[src/sv/b64le_pkg.sv]
// ----------------------------------------------------------------------------
// b64le_pkg
// Shared types, constants and the base64 symbol function for the line encoder.
// ----------------------------------------------------------------------------
`default_nettype none

package b64le_pkg;

  localparam int QDEPTH = 4;
  localparam int QPTR_W = $clog2(QDEPTH);
  localparam int QCNT_W = QPTR_W + 1;

  localparam logic [9:0] LINE_LEN_RST = 10'd76;

  localparam logic [7:0] CHAR_CR  = 8'h0D;
  localparam logic [7:0] CHAR_LF  = 8'h0A;
  localparam logic [7:0] CHAR_PAD = 8'h3D;
  localparam logic [7:0] CHAR_NUL = 8'h00;

  // One unit of work for the back end: an optional line break, an optional
  // block of four characters and an optional terminator, or an error beat.
  typedef struct packed {
    logic       err;
    logic       brk;
    logic       blk;
    logic       term;
    logic [7:0] b0;
    logic [7:0] b1;
    logic [7:0] b2;
    logic [1:0] len;
  } job_t;

  typedef enum logic [3:0] {
    ST_IDLE,
    ST_ERR,
    ST_CR,
    ST_LF,
    ST_C0,
    ST_C1,
    ST_C2,
    ST_C3,
    ST_NUL
  } step_t;

  function automatic logic [7:0] b64_char(input logic [5:0] idx);
    logic [7:0] c;
    begin
      if (idx < 6'd26) begin
        c = 8'd65 + {2'b00, idx};
      end else if (idx < 6'd52) begin
        c = 8'd71 + {2'b00, idx};
      end else if (idx < 6'd62) begin
        c = {2'b00, idx} - 8'd4;
      end else if (idx == 6'd62) begin
        c = 8'd43;
      end else begin
        c = 8'd47;
      end
      return c;
    end
  endfunction

endpackage

`default_nettype wire

[src/sv/base64_line_encoder_top.sv]
// ----------------------------------------------------------------------------
// base64_line_encoder_top
// Streaming base64 encoder with optional CR LF line breaks.
//
//   Channel  Direction  Payload
//   in_*     input      tdata byte, tuser no_byte, tlast message end
//   out_*    output     tdata character, tuser config error, tlast last of beat
//   cfg_*    input      wdata line size, written when wen is high
//
// Each input beat is accepted while the job queue has room.
// The back end sends one character per cycle while the output is ready:
// four per group of three bytes, two per line break, one per terminator.
// Reset is synchronous and active low; line size resets to 76.
// Input and output stall independently through the four-entry job queue.
// ----------------------------------------------------------------------------
`default_nettype none

module base64_line_encoder_top (
  input  wire logic       clk,
  input  wire logic       rst_n,
  input  wire logic       cfg_wen,
  input  wire logic [9:0] cfg_wdata,  // [9:0] line length
  input  wire logic       in_tvalid,
  output logic            in_tready,
  input  wire logic [7:0] in_tdata,   // [7:0] data_byte
  input  wire logic       in_tuser,   // [0] no_byte
  input  wire logic       in_tlast,
  output logic            out_tvalid,
  input  wire logic       out_tready,
  output logic [7:0]      out_tdata,  // [7:0] char_out
  output logic            out_tlast,
  output logic            out_tuser   // [0] config_error
);
  import b64le_pkg::*;

  logic [9:0] line_len_r;
  logic       q_full;
  logic       q_push;
  logic       q_valid;
  logic       q_pop;
  job_t       push_job;
  job_t       head_job;

  always_ff @(posedge clk) begin
    if (!rst_n) begin
      line_len_r <= LINE_LEN_RST;
    end else if (cfg_wen) begin
      line_len_r <= cfg_wdata;
    end
  end

  b64le_front u_front (
    .clk         (clk),
    .rst_n       (rst_n),
    .line_len_i  (line_len_r),
    .in_tvalid   (in_tvalid),
    .in_tready   (in_tready),
    .in_tdata    (in_tdata),
    .in_tuser    (in_tuser),
    .in_tlast    (in_tlast),
    .q_full_i    (q_full),
    .q_push_o    (q_push),
    .q_job_o     (push_job)
  );

  b64le_queue u_queue (
    .clk        (clk),
    .rst_n      (rst_n),
    .push_i     (q_push),
    .push_job_i (push_job),
    .full_o     (q_full),
    .pop_i      (q_pop),
    .valid_o    (q_valid),
    .head_o     (head_job)
  );

  b64le_back u_back (
    .clk        (clk),
    .rst_n      (rst_n),
    .q_valid_i  (q_valid),
    .q_job_i    (head_job),
    .q_pop_o    (q_pop),
    .out_tvalid (out_tvalid),
    .out_tready (out_tready),
    .out_tdata  (out_tdata),
    .out_tlast  (out_tlast),
    .out_tuser  (out_tuser)
  );

endmodule

`default_nettype wire

[src/sv/b64le_front.sv]
// ----------------------------------------------------------------------------
// b64le_front
// Accepts beats, groups bytes in threes and queues a job for each beat that
// ends a group or message or sees a bad line size; tracks lines per message.
// ----------------------------------------------------------------------------
`default_nettype none

module b64le_front (
  input  wire logic           clk,
  input  wire logic           rst_n,
  input  wire logic [9:0]     line_len_i,
  input  wire logic           in_tvalid,
  output logic                in_tready,
  input  wire logic [7:0]     in_tdata,   // [7:0] data_byte
  input  wire logic           in_tuser,   // [0] no_byte
  input  wire logic           in_tlast,   // message_end
  input  wire logic           q_full_i,
  output logic                q_push_o,
  output b64le_pkg::job_t     q_job_o
);
  import b64le_pkg::*;

  logic [15:0] held_r, held_nxt;
  logic [1:0]  fill_r, fill_nxt;
  logic [7:0]  bil_r, bil_nxt;
  logic        first_r, first_nxt;

  logic        accept;
  logic        err;
  logic        take;
  logic        full;
  logic [15:0] held_aft;
  logic [1:0]  fill_aft;
  logic [7:0]  per_line;
  logic [7:0]  bil_base;
  job_t        job;

  assign in_tready = !q_full_i;
  assign accept    = in_tvalid && in_tready;
  assign err       = (line_len_i != 10'd0) && (line_len_i < 10'd4);
  assign per_line  = line_len_i[9:2];
  assign take      = !in_tuser;

  always_comb begin
    full     = 1'b0;
    held_aft = held_r;
    fill_aft = fill_r;
    if (take) begin
      case (fill_r)
        2'd0: begin
          held_aft = {in_tdata, 8'h00};
          fill_aft = 2'd1;
        end
        2'd1: begin
          held_aft = {held_r[15:8], in_tdata};
          fill_aft = 2'd2;
        end
        default: begin
          full     = 1'b1;
          held_aft = 16'h0000;
          fill_aft = 2'd0;
        end
      endcase
    end

    job      = '0;
    job.err  = err;
    job.term = in_tlast;
    if (full) begin
      job.blk = 1'b1;
      job.b0  = held_r[15:8];
      job.b1  = held_r[7:0];
      job.b2  = in_tdata;
      job.len = 2'd3;
    end else if (in_tlast && (fill_aft != 2'd0)) begin
      job.blk = 1'b1;
      job.b0  = held_aft[15:8];
      job.b1  = (fill_aft == 2'd2) ? held_aft[7:0] : 8'h00;
      job.b2  = 8'h00;
      job.len = fill_aft;
    end
    job.brk = job.blk && (per_line != 8'd0) && first_r && (bil_r >= per_line);

    bil_base = job.brk ? 8'd0 : bil_r;

    held_nxt  = held_r;
    fill_nxt  = fill_r;
    bil_nxt   = bil_r;
    first_nxt = first_r;
    if (accept && !err) begin
      if (in_tlast) begin
        held_nxt  = 16'h0000;
        fill_nxt  = 2'd0;
        bil_nxt   = 8'd0;
        first_nxt = 1'b0;
      end else begin
        held_nxt = held_aft;
        fill_nxt = fill_aft;
        if (full) begin
          first_nxt = 1'b1;
          bil_nxt   = (bil_base == 8'hFF) ? 8'hFF : bil_base + 8'd1;
        end
      end
    end
  end

  always_ff @(posedge clk) begin
    if (!rst_n) begin
      held_r  <= 16'h0000;
      fill_r  <= 2'd0;
      bil_r   <= 8'd0;
      first_r <= 1'b0;
    end else begin
      held_r  <= held_nxt;
      fill_r  <= fill_nxt;
      bil_r   <= bil_nxt;
      first_r <= first_nxt;
    end
  end

  assign q_push_o = accept && (job.err || job.blk || job.term);
  assign q_job_o  = job;

endmodule

`default_nettype wire

[src/sv/b64le_queue.sv]
// ----------------------------------------------------------------------------
// b64le_queue
// Small job queue between the front and back ends.
// ----------------------------------------------------------------------------
`default_nettype none

module b64le_queue (
  input  wire logic            clk,
  input  wire logic            rst_n,
  input  wire logic            push_i,
  input  wire b64le_pkg::job_t push_job_i,
  output logic                 full_o,
  input  wire logic            pop_i,
  output logic                 valid_o,
  output b64le_pkg::job_t      head_o
);
  import b64le_pkg::*;

  job_t              mem_r [QDEPTH];
  logic [QPTR_W-1:0] wr_r, wr_nxt;
  logic [QPTR_W-1:0] rd_r, rd_nxt;
  logic [QCNT_W-1:0] cnt_r, cnt_nxt;

  assign full_o  = (cnt_r == QCNT_W'(QDEPTH));
  assign valid_o = (cnt_r != '0);
  assign head_o  = mem_r[rd_r];

  always_comb begin
    wr_nxt  = push_i ? wr_r + 1'b1 : wr_r;
    rd_nxt  = pop_i ? rd_r + 1'b1 : rd_r;
    cnt_nxt = cnt_r;
    if (push_i && !pop_i) begin
      cnt_nxt = cnt_r + 1'b1;
    end else if (!push_i && pop_i) begin
      cnt_nxt = cnt_r - 1'b1;
    end
  end

  always_ff @(posedge clk) begin
    if (push_i) begin
      mem_r[wr_r] <= push_job_i;
    end
  end

  always_ff @(posedge clk) begin
    if (!rst_n) begin
      wr_r  <= '0;
      rd_r  <= '0;
      cnt_r <= '0;
    end else begin
      wr_r  <= wr_nxt;
      rd_r  <= rd_nxt;
      cnt_r <= cnt_nxt;
    end
  end

  a_no_overflow: assert property (@(posedge clk) disable iff (!rst_n)
    full_o |-> !push_i)
    else $error("job pushed into a full queue");

  a_no_underflow: assert property (@(posedge clk) disable iff (!rst_n)
    !valid_o |-> !pop_i)
    else $error("job popped from an empty queue");

  a_count_tracks: assert property (@(posedge clk) disable iff (!rst_n)
    (push_i && !pop_i) |=> (cnt_r == $past(cnt_r) + 1'b1))
    else $error("queue count did not follow a push");

endmodule

`default_nettype wire

[src/sv/b64le_back.sv]
// ----------------------------------------------------------------------------
// b64le_back
// Steps each job into the output register, one char per cycle unless stalled.
// ----------------------------------------------------------------------------
`default_nettype none

module b64le_back (
  input  wire logic            clk,
  input  wire logic            rst_n,
  input  wire logic            q_valid_i,
  input  wire b64le_pkg::job_t q_job_i,
  output logic                 q_pop_o,
  output logic                 out_tvalid,
  input  wire logic            out_tready,
  output logic [7:0]           out_tdata,  // [7:0] char_out
  output logic                 out_tlast,  // run_last
  output logic                 out_tuser   // [0] config_error
);
  import b64le_pkg::*;

  step_t      step_r, step_nxt;
  step_t      after;
  step_t      start;
  job_t       cur_r;
  logic       out_valid_r, out_valid_nxt;
  logic [7:0] out_char_r;
  logic       out_last_r;
  logic       out_err_r;

  logic       load_out;
  logic       emit;
  logic       take;
  logic       is_last;
  logic [7:0] chr;

  assign load_out = !out_valid_r || out_tready;
  assign emit     = (step_r != ST_IDLE) && load_out;

  always_comb begin
    chr     = CHAR_NUL;
    after   = ST_IDLE;
    is_last = 1'b1;
    case (step_r)
      ST_ERR: begin
        chr = CHAR_NUL;
      end
      ST_CR: begin
        chr     = CHAR_CR;
        after   = ST_LF;
        is_last = 1'b0;
      end
      ST_LF: begin
        chr     = CHAR_LF;
        after   = ST_C0;
        is_last = 1'b0;
      end
      ST_C0: begin
        chr     = b64_char(cur_r.b0[7:2]);
        after   = ST_C1;
        is_last = 1'b0;
      end
      ST_C1: begin
        chr     = b64_char({cur_r.b0[1:0], cur_r.b1[7:4]});
        after   = ST_C2;
        is_last = 1'b0;
      end
      ST_C2: begin
        chr     = (cur_r.len > 2'd1) ? b64_char({cur_r.b1[3:0], cur_r.b2[7:6]})
                                     : CHAR_PAD;
        after   = ST_C3;
        is_last = 1'b0;
      end
      ST_C3: begin
        chr     = (cur_r.len > 2'd2) ? b64_char(cur_r.b2[5:0]) : CHAR_PAD;
        after   = cur_r.term ? ST_NUL : ST_IDLE;
        is_last = !cur_r.term;
      end
      ST_NUL: begin
        chr = CHAR_NUL;
      end
      default: begin
        chr = CHAR_NUL;
      end
    endcase

    if (q_job_i.err) begin
      start = ST_ERR;
    end else if (q_job_i.brk) begin
      start = ST_CR;
    end else if (q_job_i.blk) begin
      start = ST_C0;
    end else begin
      start = ST_NUL;
    end

    take = q_valid_i && ((step_r == ST_IDLE) || (emit && is_last));

    if (take) begin
      step_nxt = start;
    end else if (emit) begin
      step_nxt = is_last ? ST_IDLE : after;
    end else begin
      step_nxt = step_r;
    end

    if (emit) begin
      out_valid_nxt = 1'b1;
    end else if (out_tready) begin
      out_valid_nxt = 1'b0;
    end else begin
      out_valid_nxt = out_valid_r;
    end
  end

  assign q_pop_o = take;

  always_ff @(posedge clk) begin
    if (!rst_n) begin
      step_r      <= ST_IDLE;
      out_valid_r <= 1'b0;
    end else begin
      step_r      <= step_nxt;
      out_valid_r <= out_valid_nxt;
    end
  end

  always_ff @(posedge clk) begin
    if (take) begin
      cur_r <= q_job_i;
    end
    if (emit) begin
      out_char_r <= chr;
      out_last_r <= is_last;
      out_err_r  <= (step_r == ST_ERR);
    end
  end

  assign out_tvalid = out_valid_r;
  assign out_tdata  = out_char_r;
  assign out_tlast  = out_last_r;
  assign out_tuser  = out_err_r;

  a_err_alone: assert property (@(posedge clk) disable iff (!rst_n)
    (out_tvalid && out_tuser) |-> (out_tlast && (out_tdata == CHAR_NUL)))
    else $error("error beat is not a lone terminator");

  a_cr_then_lf: assert property (@(posedge clk) disable iff (!rst_n)
    (step_r == ST_CR && emit) |=> (step_r == ST_LF))
    else $error("line feed did not follow carriage return");

  a_pop_only_free: assert property (@(posedge clk) disable iff (!rst_n)
    q_pop_o |-> ((step_r == ST_IDLE) || (emit && is_last)))
    else $error("job taken while another is in progress");

endmodule

`default_nettype wire

[config.mk]
export PLATFORM = sky130hd
export DESIGN_NAME = base64_line_encoder_top
export DESIGN_NICKNAME = d
export VERILOG_FILES = /design/src/sv/b64le_pkg.sv /design/src/sv/base64_line_encoder_top.sv /design/src/sv/b64le_front.sv /design/src/sv/b64le_queue.sv /design/src/sv/b64le_back.sv
export SDC_FILE = /design/constraint.sdc
export NUM_CORES = 1
export LEC_CHECK = 0
export BUFFER_PORTS_ARGS = -buffer_cell sky130_fd_sc_hd__buf_2
export CAP_MARGIN = 20
export CORE_UTILIZATION = 35
export CTS_CLUSTER_SIZE = 28
export DETAILED_ROUTE_END_ITERATION = 8
export HOLD_SLACK_MARGIN = 0.02
export PLACE_DENSITY = 0.62
export SYNTH_ARGS = -nofsm -noshare
export SYNTH_HDL_FRONTEND = slang
export SYNTH_SLANG_ARGS = --single-unit
[constraint.sdc]
create_clock -name clk -period 10.17 [get_ports clk]
set_clock_uncertainty 0.15 [all_clocks]
set_input_delay 2.034 -clock clk [delete_from_list [all_inputs] [get_ports clk]]
set_output_delay 2.034 -clock clk [all_outputs]
set_load 0.05 [all_outputs]
==> impl_results.rst <==
.. list-table::
   :header-rows: 1

   * - Metric
     - Value
   * - Layout fillers
     - ~2,600
   * - Core Rows
     - between 60 and 70
   * - Startpoint kind of the worst setup timing path
     - input port
   * - Detailed Routing Iterations Pass 1
     - 5
   * - Mean number of vias per cell
     - ~5.3
   * - Peak fanout along the critical path
     - 17
   * - Aggregate global routing overflow
     - 0
   * - Ordered list of cells on the worst path
     - buf_2 -> nor2b_1 -> nor3_1 -> nor2_2 -> ha_1 -> inv_1 -> fa_1 -> xor2_1 -> or3_1 -> a21boi_0
   * - Number of instances on the worst hold path
     - 1
   * - Setup slack of the most critical reg-to-reg path
     - 6.78 ns
   * - Launch instance of the worst register-to-register path
     - u_front.fill_r[1]
   * - Reg-to-reg endpoint
     - u_queue.cnt_r[2]
   * - Post-Synthesis Mean Instance Area
     - ~12 µm²
   * - Share of the clock period used by the worst path
     - a little over two fifths
   * - Peak supply drop
     - 0.113 mV
   * - Setup repair after global routing missed its margin
     - false
   * - Power Dens Cells
     - 264 nW/µm²
   * - Sequential fraction of the synthesis area
     - a little under three fifths
   * - Total clock buffers created by CTS
     - 23
   * - Crit path max-delay family
     - simple AND/OR/NAND/NOR gates
   * - Count of flip-flops with a built-in enable after synthesis
     - between 150 and 200
   * - Area of the core
     - about 28,000 µm²
   * - Crit-path max cell delay
     - approximately 0.65 ns
   * - Critical Path End Type
     - register
   * - Count of buffering cells on the critical path with inverters included
     - 2
   * - Hold Crit Start
     - u_front.first_r
   * - Type of the setup path with the least slack
     - in -> reg
   * - Status
     - finished, final reports clean
   * - Most common library cell in the layout ignoring fill and taps
     - sky130_fd_sc_hd__edfxtp_1
   * - Die Y
     - about 170 µm
   * - Clock network latency to the later pin of the worst-skew pair
     - between 0.5 and 0.6 ns
   * - HPWL after DPL
     - between 10,000 and 15,000 µm
   * - Post_cts resized
     - 0
   * - Post-detailed-route wirelength per cell
     - roughly 17 µm
   * - IO Count
     - 37
   * - Highest achievable clock rate
     - approximately 230 MHz
   * - Final antenna diode count
     - 0
   * - Leak Pwr
     - ~0.0041 µW
   * - Postcts setup bufs
     - 0
   * - Clock tree from TritonCTS
     - built
   * - Relative max-transition margin
     - 34.4%
   * - Cell variety after synth
     - 70
   * - H-tree Lvls
     - 1
   * - Maximum clock insertion buffer count
     - 3
   * - Count of buffers inserted at the top-level ports
     - 36
   * - Via count
     - roughly 6,700
   * - Max-capacitance violation count
     - 0
   * - Length in cells of the worst reg-to-reg path
     - 9
   * - Number of pins exceeding their max-slew limit in the final report
     - 0
   * - Register bit total from synthesis
     - between 200 and 250
   * - CTS Hold Bufs
     - 0
   * - Gate count of the mapped netlist
     - between 800 and 900
   * - Dominant synthesized flop cell
     - sky130_fd_sc_hd__edfxtp_1
   * - Cell area after placement
     - around 11,000 µm²
   * - Pre-CTS worst setup slack
     - roughly 5.2 ns
   * - Number of global-route vias before repair
     - roughly 6,400
   * - First-pass GRT wire length
     - about 35,000 µm
   * - Die area
     - between 20,000 and 30,000 µm²
   * - Most frequent cells in the layout
     - sky130_fd_sc_hd__edfxtp_1, sky130_fd_sc_hd__nand2_1, sky130_fd_sc_hd__dfxtp_1
   * - Area used by sequential logic in the layout
     - roughly 5700 µm²
   * - Min Clock Period, post-route
     - roughly 4.4 ns
   * - Terminating pin of the worst hold path
     - u_front.first_r
   * - Slowest-stage cell, CP
     - sky130_fd_sc_hd__nor2b_1
   * - Pin count of the biggest net entering global routing
     - 54
   * - Overall routed net length
     - roughly 21,000 µm
   * - Clock net sink count
     - about 210
   * - Tightest Hold Check Type
     - reg -> reg
   * - Netlist Area Pre-Place
     - between 10,000 and 15,000 µm²
   * - Worst path arrival time
     - about 4.7 ns
   * - Number of remaining DRC errors
     - 0
   * - Number of warning messages in the yosys log
     - 0
   * - Async set-or-reset flop fraction in the synthesized netlist
     - 0%
   * - Syn_nets
     - slightly below 900
   * - Antenna violations before repair
     - 0
   * - Global Route Usage Sum
     - between 10 and 15%
   * - Total Power Consumption
     - between 3000 and 4000 µW
   * - Post-route worst setup slack
     - between 5 and 6 ns
   * - DRT antenna net count
     - 0
   * - Multi-input gate area in the final layout
     - 4130 µm²
   * - Violation count after the first detailed-routing iteration
     - 620
   * - CTS Root Cell
     - sky130_fd_sc_hd__clkbuf_16
   * - Final number of setup-violating endpoints
     - 0
   * - Setup TNS
     - 0 ns
   * - Net count, final
     - about 920
   * - Actual slew at the worst max-slew pin
     - between 0.9 and 1 ns
   * - Post-Layout Inst Area
     - 11,500 µm²
   * - Worst-path clk slew
     - approximately 0.060 ns
   * - Routability congestion estimate
     - around 0.88
   * - Final-layout worst hold slack
     - between 0.3 and 0.4 ns
   * - Required time of the critical path
     - 10.47 ns
   * - Die Wd
     - around 170 µm
   * - Fraction of layout cells with a size suffix above 1
     - roughly 15%
   * - Area growth syn-to-layout
     - 13.2%
   * - Total count of hold-check failures in the final report
     - 0
   * - Initial core utilization
     - between 30% and 40%
## layer usage
metal,vias up,global-route usage [%],share of wire (%)
li1,3204,-,-
met1,3227,21.3,47
met2,189,23.5,45
met3,43,2.20,4.7
met4,0,4.50,2.6
met5,-,0,0
## flip-flops by register name, indices dropped and copies added, names as in the netlist, named ones only
register           count
u_queue.mem_r        120
u_back.cur_r          27
u_front.held_r        16
line_len_r            10
u_back.out_tdata       8
u_front.bil_r          8
u_back.step_r          4
u_queue.cnt_r          3
u_front.fill_r         2
u_queue.rd_r           2
u_queue.wr_r           2
u_back.out_tlast       1
u_back.out_tuser       1
u_back.out_tvalid      1
u_front.first_r        1
## synth_stat cells (7+ instances only)
master / instances / area share (%)
sky130_fd_sc_hd__a21oi_1: 42 / 2.1
sky130_fd_sc_hd__inv_1: 35 / 1.3
sky130_fd_sc_hd__nand3_1: 20 / 0.99
sky130_fd_sc_hd__o31ai_1: 10 / 0.74
sky130_fd_sc_hd__nor2b_1: 31 / 1.9
sky130_fd_sc_hd__nand2b_1: 15 / 0.93
sky130_fd_sc_hd__a22o_1: 17 / 1.5
sky130_fd_sc_hd__nor3_1: 17 / 0.84
sky130_fd_sc_hd__edfxtp_1: 157 / 47
sky130_fd_sc_hd__xor2_1: 10 / 0.86
sky130_fd_sc_hd__ha_1: 36 / 4.4
sky130_fd_sc_hd__a22oi_1: 17 / 1.3
sky130_fd_sc_hd__nor2_1: 35 / 1.3
sky130_fd_sc_hd__dfxtp_1: 51 / 10
sky130_fd_sc_hd__and2_1: 28 / 1.7
sky130_fd_sc_hd__clkbuf_1: 29 / 1.1
sky130_fd_sc_hd__a31oi_1: 9 / 0.56
sky130_fd_sc_hd__a21o_1: 8 / 0.59
sky130_fd_sc_hd__nand2_1: 68 / 2.5
sky130_fd_sc_hd__nand4_1: 7 / 0.43
sky130_fd_sc_hd__o21ai_0: 30 / 1.5
sky130_fd_sc_hd__mux4_2: 30 / 6.7
sky130_fd_sc_hd__mux2i_1: 16 / 1.6
## area by class of cell
type | count | area share (%)
flip-flops and latches | 208 | 50.0
clock buffers | 33 | 5.69
inverters | 35 | 1.15
clock inverters | 8 | 1.00
repair buffers | 43 | 2.03
multi-input cells | 545 | 36.0
well taps | 378 | 4.12
## logic make-up after synthesis
logic type	Yosys count	synth area share [%]
multiplexers	47	8.36
XOR/XNOR	15	1.30
buffers and inverters	74	2.81
flip-flops	208	56.6
AND/OR/NAND/NOR	252	12.9
AO/OA/AOI/OAI	194	13.4
adder cells (fa/ha/maj)	37	4.64
## where the power goes
part           internal [µW]  leakage (µW)  total (µW)  switching (µW)
sequential              1080       0.00192        1260             179
combinational            367       0.00184         938             570
clock                    501      0.000374         829             328
total                   1950       0.00414        3020            1080
## worst max-delay path by stage
stage / startpoint / end / slack, ns / cells past startpoint
after floorplan: out_tready / u_queue.cnt_r[2] / 5.03 / 10
after global placement: in_tuser / u_queue.cnt_r[2] / 5.31 / 10
after detailed placement: in_tuser / u_queue.cnt_r[2] / 5.23 / 10
after CTS: in_tuser / u_queue.cnt_r[2] / 5.78 / 10
after global routing: in_tuser / u_queue.cnt_r[2] / 5.47 / 10
final: in_tuser / u_queue.cnt_r[2] / 5.79 / 10
## stage by stage
stage | cells | util [%]
detailed placement | 1208 | 38.0
global placement | 1208 | 38.0
floorplan | 827 | -
CTS | 1249 | 40.7
global route | 1250 | 40.7
finish | 1250 | 40.7
Note: power is estimated with default switching activity, not from simulation.
